--- src/hdl/alarm_slot_table_assert.svh ---
// ----------------------------------------------------------------------------
// Alarm slot table assertion macros
// Shorthand for clocked checks that are disabled while reset is high.
// ----------------------------------------------------------------------------
`ifndef ALARM_SLOT_TABLE_ASSERT_SVH
`define ALARM_SLOT_TABLE_ASSERT_SVH

// Check a consequent in the same cycle as its antecedent
`define AST_CHECK(lbl, ante, cons, msg) \
   lbl: assert property (@(posedge clock) disable iff (reset) (ante) |-> (cons)) \
      else $error(msg);

// Check a consequent in the cycle after its antecedent
`define AST_CHECK_NEXT(lbl, ante, cons, msg) \
   lbl: assert property (@(posedge clock) disable iff (reset) (ante) |=> (cons)) \
      else $error(msg);

`endif

--- src/hdl/ast_pkg.sv ---
// ----------------------------------------------------------------------------
// Alarm slot table package
// Beat types, operation and status codes, and controller states.
// ----------------------------------------------------------------------------
package ast_pkg;

   localparam int SLOTS_DEF     = 16;
   localparam int TIME_BITS_DEF = 32;

   // Operation codes of the request beat
   localparam logic [2:0] OP_ALLOC   = 3'd0;
   localparam logic [2:0] OP_RELEASE = 3'd1;
   localparam logic [2:0] OP_ARM     = 3'd2;
   localparam logic [2:0] OP_CANCEL  = 3'd3;
   localparam logic [2:0] OP_STATUS  = 3'd4;
   localparam logic [2:0] OP_TICK    = 3'd5;

   // Status codes of the response beat
   localparam logic [1:0] STAT_OK       = 2'd0;
   localparam logic [1:0] STAT_FULL     = 2'd1;
   localparam logic [1:0] STAT_NOT_USED = 2'd2;

   typedef struct packed {
      logic [2:0]  op;
      logic [3:0]  slot;
      logic [31:0] delay_seconds;
      logic        notify;
   } req_type;

   typedef struct packed {
      logic [3:0]  slot_index;
      logic        fired;
      logic [31:0] remaining;
      logic [1:0]  status;
      logic        last;
   } rsp_type;

   typedef enum logic [2:0] {
      S_IDLE,
      S_ALLOC,
      S_STATUS,
      S_TICK,
      S_TICK_LAST,
      S_TICK_END
   } state_type;

endpackage

--- src/hdl/ast_ram.sv ---
// ----------------------------------------------------------------------------
// Alarm slot table RAM
// Simple dual-port memory: one write port, one read port with registered data.
// ----------------------------------------------------------------------------
module ast_ram #(
   parameter int WIDTH = 32,
   parameter int DEPTH = 16,
   localparam int ADDR_W = (DEPTH > 1) ? $clog2(DEPTH) : 1
) (
   input  logic              clock,
   input  logic              wr_en,
   input  logic [ADDR_W-1:0] wr_addr,
   input  logic [WIDTH-1:0]  wr_data,
   input  logic [ADDR_W-1:0] rd_addr,
   output logic [WIDTH-1:0]  rd_data
);

   logic [WIDTH-1:0] mem_ff [DEPTH];
   logic [WIDTH-1:0] rd_data_ff;

   // Write port
   always_ff @(posedge clock) begin
      if (wr_en) begin
         mem_ff[wr_addr] <= wr_data;
      end
   end

   // Registered read port
   always_ff @(posedge clock) begin
      rd_data_ff <= mem_ff[rd_addr];
   end

   assign rd_data = rd_data_ff;

endmodule

--- src/hdl/ast_time.sv ---
// ----------------------------------------------------------------------------
// Alarm slot table time arithmetic
// Saturating clock advance, saturating expiry sum, expiry compare and
// seconds-left computation.
// ----------------------------------------------------------------------------
module ast_time #(
   parameter int TIME_BITS = 32
) (
   input  logic [TIME_BITS-1:0] now,
   input  logic [31:0]          delay,
   input  logic [TIME_BITS-1:0] expiry,
   output logic [TIME_BITS-1:0] now_next,
   output logic [TIME_BITS-1:0] arm_expiry,
   output logic                 expired,
   output logic [31:0]          remaining
);

   localparam int SUM_W  = ((TIME_BITS > 32) ? TIME_BITS : 32) + 1;
   localparam int DIFF_W = (TIME_BITS > 32) ? TIME_BITS : 32;
   localparam logic [TIME_BITS-1:0] TIME_MAX = '1;

   logic [SUM_W-1:0]     sum;
   logic [TIME_BITS-1:0] diff;
   logic [DIFF_W-1:0]    diff_wide;

   // Advance the clock, stopping at the top value
   assign now_next = (now == TIME_MAX) ? now : now + TIME_BITS'(1);

   // Clamp now plus delay to the top value
   assign sum        = SUM_W'(now) + SUM_W'(delay);
   assign arm_expiry = (sum > SUM_W'(TIME_MAX)) ? TIME_MAX : sum[TIME_BITS-1:0];

   // Expiry at or before now
   assign expired = (expiry <= now);

   // Seconds left, clamped to the result field
   assign diff      = expiry - now;
   assign diff_wide = DIFF_W'(diff);
   assign remaining = (diff_wide > DIFF_W'(32'hFFFF_FFFF)) ? 32'hFFFF_FFFF
                                                          : diff_wide[31:0];

endmodule

--- src/hdl/alarm_slot_table.sv ---
// ----------------------------------------------------------------------------
// Alarm slot table
// Slot allocator with per-slot alarms driven by a saturating seconds counter.
// ----------------------------------------------------------------------------
// A request beat is taken when start is high and busy is low. Results come
// out as single-cycle rsp_strobe pulses that cannot be held off; the last
// result of a request has last set. Release, arm, cancel and unknown codes
// answer in the cycle after the request and leave busy low, so a new
// request may follow at once. Status of a used slot reads the expiry
// memory and answers after its registered read and the result register.
// Allocate steps through the used bits one slot per cycle. A tick sweeps
// every slot through the single read port of the expiry and notify
// memories, one slot per cycle, with the compare in the cycle after the
// read: busy stays high through S_TICK, S_TICK_LAST and S_TICK_END. Each
// notifying expiry gives one fired result, in ascending slot order; a tick
// with none gives a single all-zero result with last set. Used and armed
// bits sit in flip-flops cleared by reset, so no clearing pass is needed.
// ----------------------------------------------------------------------------
module alarm_slot_table #(
   parameter int SLOTS     = ast_pkg::SLOTS_DEF,
   parameter int TIME_BITS = ast_pkg::TIME_BITS_DEF
) (
   input  logic             clock,
   input  logic             reset,
   input  logic             start,
   output logic             busy,
   input  ast_pkg::req_type req_item,
   output logic             rsp_strobe,
   output ast_pkg::rsp_type rsp_item
);

   localparam int IDX_W = (SLOTS > 1) ? $clog2(SLOTS) : 1;

   ast_pkg::state_type   state_ff, state_in;
   logic [TIME_BITS-1:0] now_ff, now_in;
   logic [SLOTS-1:0]     used_ff, used_in;
   logic [SLOTS-1:0]     armed_ff, armed_in;
   logic [IDX_W-1:0]     scan_idx_ff, scan_idx_in;
   logic                 chk_valid_ff, chk_valid_in;
   logic [IDX_W-1:0]     chk_idx_ff, chk_idx_in;
   logic                 pend_valid_ff, pend_valid_in;
   logic [IDX_W-1:0]     pend_idx_ff, pend_idx_in;
   logic [IDX_W-1:0]     slot_idx_ff, slot_idx_in;
   logic                 notify_ff, notify_in;
   logic                 rsp_strobe_ff, rsp_strobe_in;
   ast_pkg::rsp_type     rsp_item_ff, rsp_item_in;

   logic                 accept;
   logic [IDX_W-1:0]     req_idx;
   logic                 slot_ok;
   logic                 scan_last;
   logic [IDX_W-1:0]     rd_addr;
   logic                 exp_wr_en;
   logic                 ntf_wr_en;
   logic [TIME_BITS-1:0] exp_rd_data;
   logic                 ntf_rd_data;
   logic [TIME_BITS-1:0] now_next;
   logic [TIME_BITS-1:0] arm_expiry;
   logic                 expired;
   logic [31:0]          remaining;

   assign busy      = (state_ff != ast_pkg::S_IDLE);
   assign accept    = start && !busy;
   assign req_idx   = IDX_W'(req_item.slot);
   assign slot_ok   = (32'(req_item.slot) < SLOTS) && used_ff[req_idx];
   assign scan_last = (scan_idx_ff == IDX_W'(SLOTS - 1));

   // Read at the request slot while idle, at the sweep pointer otherwise
   assign rd_addr = (state_ff == ast_pkg::S_IDLE) ? req_idx : scan_idx_ff;

   // Expiry memory: written by arm, read by status and tick
   ast_ram #(
      .WIDTH (TIME_BITS),
      .DEPTH (SLOTS)
   ) u_exp_ram (
      .clock   (clock),
      .wr_en   (exp_wr_en),
      .wr_addr (req_idx),
      .wr_data (arm_expiry),
      .rd_addr (rd_addr),
      .rd_data (exp_rd_data)
   );

   // Notify memory: written by allocate, read by tick
   ast_ram #(
      .WIDTH (1),
      .DEPTH (SLOTS)
   ) u_ntf_ram (
      .clock   (clock),
      .wr_en   (ntf_wr_en),
      .wr_addr (scan_idx_ff),
      .wr_data (notify_ff),
      .rd_addr (rd_addr),
      .rd_data (ntf_rd_data)
   );

   ast_time #(
      .TIME_BITS (TIME_BITS)
   ) u_time (
      .now        (now_ff),
      .delay      (req_item.delay_seconds),
      .expiry     (exp_rd_data),
      .now_next   (now_next),
      .arm_expiry (arm_expiry),
      .expired    (expired),
      .remaining  (remaining)
   );

   // Next state
   always_comb begin
      state_in = state_ff;
      case (state_ff)
         ast_pkg::S_IDLE: begin
            if (start) begin
               case (req_item.op)
                  ast_pkg::OP_ALLOC:  state_in = ast_pkg::S_ALLOC;
                  ast_pkg::OP_STATUS: state_in = slot_ok ? ast_pkg::S_STATUS
                                                         : ast_pkg::S_IDLE;
                  ast_pkg::OP_TICK:   state_in = ast_pkg::S_TICK;
                  default:            state_in = ast_pkg::S_IDLE;
               endcase
            end
         end
         ast_pkg::S_ALLOC: begin
            if (!used_ff[scan_idx_ff] || scan_last) begin
               state_in = ast_pkg::S_IDLE;
            end
         end
         ast_pkg::S_STATUS:    state_in = ast_pkg::S_IDLE;
         ast_pkg::S_TICK: begin
            if (scan_last) begin
               state_in = ast_pkg::S_TICK_LAST;
            end
         end
         ast_pkg::S_TICK_LAST: state_in = ast_pkg::S_TICK_END;
         ast_pkg::S_TICK_END:  state_in = ast_pkg::S_IDLE;
         default:              state_in = ast_pkg::S_IDLE;
      endcase
   end

   // Datapath and result beats
   always_comb begin
      now_in        = now_ff;
      used_in       = used_ff;
      armed_in      = armed_ff;
      scan_idx_in   = scan_idx_ff;
      chk_valid_in  = 1'b0;
      chk_idx_in    = scan_idx_ff;
      pend_valid_in = pend_valid_ff;
      pend_idx_in   = pend_idx_ff;
      slot_idx_in   = slot_idx_ff;
      notify_in     = notify_ff;
      rsp_strobe_in = 1'b0;
      rsp_item_in   = '0;
      exp_wr_en     = 1'b0;
      ntf_wr_en     = 1'b0;

      case (state_ff)
         ast_pkg::S_IDLE: begin
            if (start) begin
               slot_idx_in   = req_idx;
               notify_in     = req_item.notify;
               scan_idx_in   = '0;
               pend_valid_in = 1'b0;
               case (req_item.op)
                  ast_pkg::OP_ALLOC: begin
                     // sweep starts next cycle
                  end
                  ast_pkg::OP_RELEASE, ast_pkg::OP_ARM, ast_pkg::OP_CANCEL: begin
                     rsp_strobe_in          = 1'b1;
                     rsp_item_in.slot_index = req_item.slot;
                     rsp_item_in.last       = 1'b1;
                     if (!slot_ok) begin
                        rsp_item_in.status = ast_pkg::STAT_NOT_USED;
                     end else if (req_item.op == ast_pkg::OP_RELEASE) begin
                        used_in[req_idx]  = 1'b0;
                        armed_in[req_idx] = 1'b0;
                     end else if (req_item.op == ast_pkg::OP_ARM) begin
                        exp_wr_en         = 1'b1;
                        armed_in[req_idx] = 1'b1;
                     end else begin
                        armed_in[req_idx] = 1'b0;
                     end
                  end
                  ast_pkg::OP_STATUS: begin
                     // a used slot answers once the expiry read returns
                     if (!slot_ok) begin
                        rsp_strobe_in          = 1'b1;
                        rsp_item_in.slot_index = req_item.slot;
                        rsp_item_in.status     = ast_pkg::STAT_NOT_USED;
                        rsp_item_in.last       = 1'b1;
                     end
                  end
                  ast_pkg::OP_TICK: begin
                     now_in = now_next;
                  end
                  default: begin
                     rsp_strobe_in    = 1'b1;
                     rsp_item_in.last = 1'b1;
                  end
               endcase
            end
         end
         ast_pkg::S_ALLOC: begin
            if (!used_ff[scan_idx_ff]) begin
               // claim the first free slot
               used_in[scan_idx_ff]   = 1'b1;
               armed_in[scan_idx_ff]  = 1'b0;
               ntf_wr_en              = 1'b1;
               rsp_strobe_in          = 1'b1;
               rsp_item_in.slot_index = 4'(scan_idx_ff);
               rsp_item_in.last       = 1'b1;
            end else if (scan_last) begin
               rsp_strobe_in      = 1'b1;
               rsp_item_in.status = ast_pkg::STAT_FULL;
               rsp_item_in.last   = 1'b1;
            end else begin
               scan_idx_in = scan_idx_ff + IDX_W'(1);
            end
         end
         ast_pkg::S_STATUS: begin
            rsp_strobe_in          = 1'b1;
            rsp_item_in.slot_index = 4'(slot_idx_ff);
            rsp_item_in.last       = 1'b1;
            if (armed_ff[slot_idx_ff] && !expired) begin
               rsp_item_in.remaining = remaining;
            end
         end
         ast_pkg::S_TICK: begin
            // issue the read for this slot, compare it next cycle
            chk_valid_in = 1'b1;
            chk_idx_in   = scan_idx_ff;
            if (!scan_last) begin
               scan_idx_in = scan_idx_ff + IDX_W'(1);
            end
         end
         ast_pkg::S_TICK_LAST: begin
            // compare stage finishes the final slot
         end
         ast_pkg::S_TICK_END: begin
            rsp_strobe_in    = 1'b1;
            rsp_item_in.last = 1'b1;
            if (pend_valid_ff) begin
               rsp_item_in.slot_index = 4'(pend_idx_ff);
               rsp_item_in.fired      = 1'b1;
            end
         end
         default: begin
            rsp_strobe_in = 1'b0;
         end
      endcase

      // Compare stage of the sweep: disarm and hold back one fired beat
      // so the final one can carry last
      if (chk_valid_ff && used_ff[chk_idx_ff] && armed_ff[chk_idx_ff] && expired) begin
         armed_in[chk_idx_ff] = 1'b0;
         if (ntf_rd_data) begin
            if (pend_valid_ff) begin
               rsp_strobe_in          = 1'b1;
               rsp_item_in.slot_index = 4'(pend_idx_ff);
               rsp_item_in.fired      = 1'b1;
            end
            pend_valid_in = 1'b1;
            pend_idx_in   = chk_idx_ff;
         end
      end
   end

   // Control registers
   always_ff @(posedge clock) begin
      if (reset) begin
         state_ff      <= ast_pkg::S_IDLE;
         now_ff        <= '0;
         used_ff       <= '0;
         armed_ff      <= '0;
         chk_valid_ff  <= 1'b0;
         pend_valid_ff <= 1'b0;
         rsp_strobe_ff <= 1'b0;
      end else begin
         state_ff      <= state_in;
         now_ff        <= now_in;
         used_ff       <= used_in;
         armed_ff      <= armed_in;
         chk_valid_ff  <= chk_valid_in;
         pend_valid_ff <= pend_valid_in;
         rsp_strobe_ff <= rsp_strobe_in;
      end
   end

   // Payload registers
   always_ff @(posedge clock) begin
      scan_idx_ff <= scan_idx_in;
      chk_idx_ff  <= chk_idx_in;
      pend_idx_ff <= pend_idx_in;
      slot_idx_ff <= slot_idx_in;
      notify_ff   <= notify_in;
      rsp_item_ff <= rsp_item_in;
   end

   assign rsp_strobe = rsp_strobe_ff;
   assign rsp_item   = rsp_item_ff;

   // ------------------------------------------------------------------------
   // Assertions
   // ------------------------------------------------------------------------
`include "alarm_slot_table_assert.svh"

   `AST_CHECK(a_armed_is_used, 1'b1, ((armed_ff & ~used_ff) == '0), "armed slot not in use")
   `AST_CHECK(a_full_is_full, (rsp_strobe && rsp_item.status == ast_pkg::STAT_FULL), (&used_ff), "full reported with a free slot")
   `AST_CHECK_NEXT(a_quick_answer, (accept && (req_item.op == ast_pkg::OP_RELEASE || req_item.op == ast_pkg::OP_ARM || req_item.op == ast_pkg::OP_CANCEL)), (rsp_strobe && rsp_item.last), "missing single-beat answer")
   `AST_CHECK_NEXT(a_tick_closes, (state_ff == ast_pkg::S_TICK_END), (rsp_strobe && rsp_item.last && !busy), "tick sweep did not close")

endmodule
--- config.mk ---
export PLATFORM = sky130hd
export DESIGN_NAME = alarm_slot_table
export DESIGN_NICKNAME = d
export VERILOG_FILES = /design/src/hdl/ast_pkg.sv /design/src/hdl/ast_ram.sv /design/src/hdl/ast_time.sv /design/src/hdl/alarm_slot_table.sv
export VERILOG_INCLUDE_DIRS = /design/src /design/src/hdl
export SDC_FILE = /design/constraint.sdc
export NUM_CORES = 1
export LEC_CHECK = 0
export BUFFER_PORTS_ARGS = -buffer_cell sky130_fd_sc_hd__buf_2
export CORE_MARGIN = 10
export CORE_UTILIZATION = 50
export DETAILED_ROUTE_END_ITERATION = 16
export PLACE_DENSITY = 0.69
export SETUP_SLACK_MARGIN = 0.4
export SYNTH_ARGS = -nofsm -noshare
export SYNTH_HDL_FRONTEND = slang
export SYNTH_SLANG_ARGS = --single-unit
--- constraint.sdc ---
create_clock -name clock -period 4.9 [get_ports clock]
set_clock_uncertainty 0.1 [all_clocks]
set_input_delay 0.98 -clock clock [delete_from_list [all_inputs] [get_ports clock]]
set_output_delay 0.98 -clock clock [all_outputs]
set_load 0.05 [all_outputs]
==> flow_metrics.py, run 1 <==
metrics = {
    "outcome": {
        "outcome": "finished with violations",
        "failed_checks": "capacitance limit",
    },
    "synth": {
        "synth_top_area_share": 0.539,
        "syn_nets": 2217,
        "syn_inst": 2103,
        "synth_area_sq_mm": 0.0301,
        "synth-edff-count": 541,
        "synthTopCellsByArea": "edfxtp_1 (54%), mux4_2 (11%), dfxtp_1 (9.8%)",
        "synth_commonest_cells": "edfxtp_1 (541), nand2_1 (205), dfxtp_1 (147), mux4_2 (146), nor2_1 (133)",
        "async_reset_ff_frac": 0,
        "synth_top_cell_by_area": "edfxtp_1",
        "ys_seq_area_frac": 0.637,
        "ys_types": 77,
        "ys.warnings.count": 0,
        "ys.flop_type": "edfxtp_1",
        "ys_ff_latch": 688,
        "avgSynthCellArea_sq_um": 14.3,
        "yosysMostFrequentCell": "edfxtp_1",
    },
    "layout": {
        "final_util": 0.574,
        "diodes": 0,
        "final_layout_size_suffix_gt1_frac": 0.192,
        "nets": 2334,
        "area_delta_synth_final_pct": 13.2,
        "instances_no_fill": 3047,
        "stdcell_area_sq_mm": 0.0341,
    },
    "floorplan": {
        "die_w_um": 265,
        "die_area_sq_mm": 0.0705,
        "core_area_sq_mm": 0.0594,
        "io_pins": 85,
        "die_h_um": 265,
        "row_count": 89,
        "start_util": 0.508,
    },
    "cts": {
        "clk_pin_slew_ns": 0.06,
        "cts.repair.resized": 0,
        "clk_latency_ns": 0.63,
        "cts_made_buffers": 69,
        "cts_max_path_buffers": 3,
        "htree_levels": 3,
        "root_buffer": "clkbuf_16",
        "cts_setup_buffers": 0,
        "cts_tree": "yes",
        "cts_hold_buf": 0,
        "clkSinkCount": 688,
    },
    "sta": {
        "tightest_slew_ns": 1.47,
        "hold_viol_final": 0,
        "post-route-min-period_ns": 4.13,
        "relSlewSlack": 0.0138,
        "holdWs_ns": 0.393,
        "setup_viol_count_final": 0,
        "rsz0062_at_grt": "false",
        "slew_violations": 0,
        "fmax_ghz": 0.242,
        "period_share": 0.842,
        "finalSetupTns_ns": 0,
    },
    "critical_path": {
        "cp_max_fo": 16,
        "rr_worst_depth": 9,
        "worst_ep_arrival_time_ns": 4.30,
        "critPathCaptureType": "register",
        "rrSetupSlack_ns": 0.77,
        "startpoint_type": "register",
        "r2r-end": "u_exp_ram.mem_ff[5][29]",
        "crit_required_ns": 5.07,
        "reg2reg_from": "now_ff[1]",
        "path_class": "reg2reg",
    },
    "worst_hold_path": {
        "hold_path_depth": 2,
        "min_path_type": "reg2reg",
        "worstHoldStart": "pend_valid_ff",
        "whs_endpoint": "pend_valid_ff",
    },
    "pwr": {
        "ir_drop_v": 0.000207,
        "leakagePower_nw": 11.7,
        "p_per_area_mw_per_mm2": 375,
    },
    "place": {
        "placed_area_sq_mm": 0.0319,
        "port-buffer-count": 84,
        "hpwl_um": 48100,
        "place.gp.congestion": 0.972,
        "dp_cells": 2922,
    },
    "route": {
        "totalWireLength_um": 76900,
        "antenna_left": 0,
        "routed_via_density": 6.22,
        "via_count": 18960,
        "drc_errors": 0,
        "avgRoutedWirePerCell_um": 25.2,
        "first_pass_iters": 7,
        "drt_iter0_markers": 2247,
    },
    "global_route": {
        "grt-ovfl-total": 0,
        "antenna_found_initial": 2,
        "grt_start_max_net_pins": 74,
        "grt_pass1_vias": 18695,
        "grt_usage": 0.216,
        "grt_pass1_wl_um": 116000,
    },
    "flow_run": {
        "drv_cap": 1,
    },
}
routing by layer:
metal  global-route usage  share of wire  up-vias  wire length (um)
met5                    0              0        -                 0
met4               0.0682          0.025        0              1940
met3               0.0451          0.091      134              6990
met2                0.350           0.48      896             36700
met1                0.289           0.41     9595             31300
li1                     -              -     8335                 -
sequential cells by signal, summed over array words and instances, names as in the netlist, 16 cells and up:
register           cells
used_ff               16
now_ff                32
rsp_item              40
u_ntf_ram.mem_ff      16
armed_ff              16
u_exp_ram.mem_ff     512
u_exp_ram.rd_data     32
final cells by class:
class	count	area, sq um
clock inverter	32	334
tap	773	967
inverter	76	285
fill	4534	25300
multi-input combinational	1246	10400
clock buffer	93	1890
timing repair buffer	139	1050
sequential	688	19200
logic make-up after synthesis:
family,count (synthesis),share of synthesized area
DFF,688,0.637
and+or+nand+nor,579,0.0921
AOI/OAI and AO/OA,359,0.0805
buffers and inverters,169,0.0232
muxes,159,0.115
xor gates and xnor gates,78,0.0227
adders and majority gates,71,0.0300
where the power goes:
part | internal [mW] | switching [mW] | leakage [nW]
Combinational | 0.489 | 0.718 | 4.53
Clock | 2.87 | 2.29 | 1.08
Sequential | 6.35 | 0.0736 | 6.07
worst max-delay path: stages, from the launching register on:
cell      delay [ns]
dfxtp_1         0.50
ha_1            0.30
a21oi_1         0.20
o211ai_1        0.22
o211ai_1        0.37
a21o_1          0.28
o21a_1          0.30
o21ai_0         0.21
a221oi_1        0.35
mux2i_1         0.95
how the worst max path moves through the flow:
stage	cells past startpoint	slack [ns]	startpoint	to
global placement	10	0.36	req_item[9]	u_exp_ram.mem_ff[9][29]
detailed placement	10	0.19	req_item[9]	u_exp_ram.mem_ff[8][29]
floorplan	6	-0.12	req_item[34]	u_exp_ram.mem_ff[11][0]
finish	9	0.77	now_ff[1]	u_exp_ram.mem_ff[5][29]
CTS	9	0.84	now_ff[1]	u_exp_ram.mem_ff[5][29]
global route	9	0.51	now_ff[8]	u_exp_ram.mem_ff[5][29]
cells in the final DEF (no fill, tap or decap), types with 54 or more instances in the layout:
cell / n
a211oi_1: 65
a21oi_1: 78
a31oi_1: 59
buf_2: 84
clkbuf_16: 70
dfxtp_1: 147
edfxtp_1: 541
ha_1: 69
inv_1: 76
mux4_2: 146
nand2_1: 204
nor2_1: 133
xnor2_1: 54
through the flow:
step,setup WS (ns),power (mW)
after detailed placement,0.189,7.75
after global routing,0.506,13.2
after CTS,0.844,12.8
after floorplan,-0.122,7.37
final,0.774,12.8
after global placement,0.358,7.72
Power figures use the tool's default switching activity.
==> run 2: changes to the inputs <==
ABC_AREA = 1   (was unset)
clock period = 3.55 ns   (was 4.9 ns; I/O delays follow)
==> run 2 against run 1 <==
Net effect: the flow now finishes without violations; register-to-register slack lost 0.35 ns; routed wire length is 27% higher; clock power grew 48%; worst hold slack worse by 0.23 ns; final area rose by 9.1%; critical endpoint is now now_ff[28].
==> flow_metrics.py, run 2 <==
metrics = {
    "outcome": {
        "outcome": "complete, no violations",
    },
    "pwr": {
        "switching_share": 0.261,
        "power_mw": 19.0,
        "pwr-share-seq": 0.469,
        "p_per_area_mw_per_mm2": 511,
        "ir_drop_v": 0.000328,
        "switchingPower_mw": 4.95,
        "pwr-share-clk": 0.402,
        "p_comb_frac": 0.129,
        "internal-power_mw": 14.1,
        "leakagePower_nw": 13.9,
    },
    "synth": {
        "synth_top_family_by_area": "simple AND/OR/NAND/NOR gates",
        "synth_xor_area_frac": 0.0167,
        "avgSynthCellArea_sq_um": 9.61,
        "synth-simple-area-share": 0.180,
        "synth_compound_area_frac": 0.134,
        "synth_top_area_share": 0.500,
        "synth-edff-count": 541,
        "yosysMostFrequentCell": "nand2_1",
        "syn_inst": 3383,
        "synth_commonest_cells": "nand2_1 (610), edfxtp_1 (541), nor2_1 (515), o21ai_0 (352), inv_1 (256)",
        "synthTopCellsByArea": "edfxtp_1 (50%), dfxtp_1 (9.1%), nand2_1 (7.0%)",
        "async_reset_ff_frac": 0,
        "synth_fa_ha_area_frac": 0.0278,
        "syn_nets": 3497,
        "ys.flop_type": "edfxtp_1",
        "synth_area_sq_mm": 0.0325,
        "muxShareOfSynthArea": 0,
        "ys_ff_latch": 688,
        "synth_top_cell_by_area": "edfxtp_1",
        "ys.warnings.count": 0,
        "ys_seq_area_frac": 0.590,
        "ys_types": 49,
    },
    "place": {
        "hpwl_um": 62000,
        "port-buffer-count": 84,
        "dp_slack_ns": -0.163,
        "place.gp.congestion": 1.01,
    },
    "route": {
        "via_count": 25914,
        "drt_iter0_markers": 3094,
        "routed_via_density": 5.86,
        "antenna_left": 0,
        "totalWireLength_um": 97600,
        "avgRoutedWirePerCell_um": 22.1,
        "drc_errors": 0,
        "first_pass_iters": 6,
    },
    "floorplan": {
        "core_area_sq_mm": 0.0645,
        "io_pins": 85,
        "die_area_sq_mm": 0.0756,
        "die_w_um": 275,
        "start_util": 0.504,
        "die_h_um": 275,
        "row_count": 93,
    },
    "global_route": {
        "grt_pass1_vias": 24243,
        "grt-ovfl-total": 0,
        "antenna_found_initial": 1,
        "grt_pass1_wl_um": 145000,
        "grt_usage": 0.252,
        "grt_start_max_net_pins": 112,
    },
    "flow_run": {
        "drv_cap": 0,
    },
    "sta": {
        "period_share": 0.880,
        "slew_violations": 0,
        "post-route-min-period_ns": 3.12,
        "setup_viol_count_final": 0,
        "holdWs_ns": 0.163,
        "tightest_slew_ns": 1.12,
        "hold_viol_final": 0,
        "fmax_ghz": 0.320,
        "relSlewSlack": 0.253,
        "worst_slack_ns": 0.425,
        "rsz0062_at_grt": "true",
    },
    "layout": {
        "final_cell_mix": "nand2_1 (594), edfxtp_1 (541), nor2_1 (506)",
        "final_layout_size_suffix_gt1_frac": 0.108,
        "area_delta_synth_final_pct": 14.4,
        "top_register": "u_exp_ram.mem_ff",
        "nets": 3624,
        "final_common_cell": "nand2_1",
        "fill_cells": 5466,
        "largest_reg_flops": 512,
    },
    "critical_path": {
        "crit_required_ns": 3.99,
        "r2r-end": "now_ff[28]",
        "worst_ep_arrival_time_ns": 3.57,
        "rr_worst_depth": 11,
        "cp_max_fo": 32,
        "rrSetupSlack_ns": 0.43,
        "path_class": "reg2reg",
        "startpoint_type": "register",
        "reg2reg_from": "now_ff[1]",
        "slowest_stage": "inv_1",
        "worstPathCellList": "buf_4 > ha_1 > nand3_1 > inv_1 > nand2_1 > nor2_1 > nand3b_1 > nand3_2 > inv_1 > nand2_1 > a21oi_1",
        "cp_slowest_stage_delay_ns": 0.82,
        "critPathCaptureType": "register",
    },
    "cts": {
        "clk_latency_ns": 0.63,
        "clk_pin_slew_ns": 0.06,
        "htree_levels": 3,
        "cts_tree": "yes",
        "cts_made_buffers": 71,
        "clkSinkCount": 688,
        "root_buffer": "clkbuf_16",
        "cts_max_path_buffers": 3,
    },
    "worst_hold_path": {
        "hold_path_depth": 1,
        "whs_endpoint": "notify_ff",
        "min_path_type": "in2reg",
        "worstHoldStart": "req_item[0]",
    },
}
-- run 2: cells by family after synthesis --
kind of cell,Yosys count
and+or+nand+nor,1416
AOI/OAI and AO/OA,733
DFF,688
buffers and inverters,413
adders and majority gates,71
xor gates and xnor gates,62
-- run 2: final cells by class --
| type | instances | area [sq um] | share of cell area |
|---|---|---|---|
| antenna | 1 | 2.50 | 0.0000673 |
| clock buffer | 93 | 1920 | 0.0516 |
| clock inverter | 35 | 464 | 0.0125 |
| inverter | 265 | 996 | 0.0268 |
| multi-input combinational | 2283 | 11900 | 0.319 |
| sequential | 688 | 19200 | 0.516 |
| tap | 855 | 1070 | 0.0288 |
| timing repair buffer | 201 | 1670 | 0.0450 |
-- run 2: what timing repair did --
action,CTS,global route
setup buffers,0,1
hold buffers,0,0
pin swaps,0,1
setup endpoints to repair,118,779
gates cloned,0,1
resized for setup,6,25
-- run 2: how the worst max path moves through the flow --
stage	startpoint	endpoint	slack, ns	cells past startpoint
global placement	req_item[1]	u_exp_ram.mem_ff[11][19]	-0.17	14
CTS	now_ff[0]	u_exp_ram.mem_ff[8][31]	0.39	14
global route	now_ff[1]	now_ff[28]	0.30	11
detailed placement	req_item[1]	u_exp_ram.mem_ff[11][19]	-0.16	14
finish	now_ff[1]	now_ff[28]	0.43	11
floorplan	req_item[34]	u_exp_ram.mem_ff[12][0]	-0.06	10
-- run 2: power groups by stage --
| stage | registers, mW | logic, mW | clock network [mW] |
|---|---|---|---|
| final | 8.91 | 2.46 | 7.63 |
| after global routing | 8.91 | 2.69 | 8.01 |
| after CTS | 8.92 | 2.40 | 7.70 |
| after detailed placement | 9.09 | 2.38 | 0 |
| after global placement | 9.09 | 2.36 | 0 |
| after floorplan | 9.03 | 1.59 | 0 |
-- run 2: through the flow --
stage | utilization | instances | setup TNS (ns) | area [sq um]
floorplan | - | 3383 | -14.87 | 32500
global placement | 0.538 | 4290 | -5.04 | 34700
detailed placement | 0.538 | 4290 | -5.61 | 34700
CTS | 0.576 | 4418 | 0 | 37100
global route | 0.577 | 4420 | 0 | 37200
finish | 0.577 | 4421 | 0 | 37200
-- run 2: metal layers --
metal / wire length (um) / part of all wire / up-vias / track usage
li1: - / - / 12054 / -
met1: 39400 / 0.40 / 12319 / 0.335
met2: 45700 / 0.47 / 1331 / 0.410
met3: 8700 / 0.089 / 210 / 0.0390
met4: 3740 / 0.038 / 0 / 0.0971
met5: 0 / 0 / - / 0
-- run 2: worst max-delay path: cells and delay by family (launching register included) --
| family | cells | cell delay, ns |
|---|---|---|
| adder cells (fa/ha/maj) | 1 | 0.27 |
| flip-flops | 1 | 0.32 |
| buffers and inverters | 3 | 1.06 |
| AND/OR/NAND/NOR | 6 | 1.09 |
| AO/OA/AOI/OAI | 1 | 0.19 |
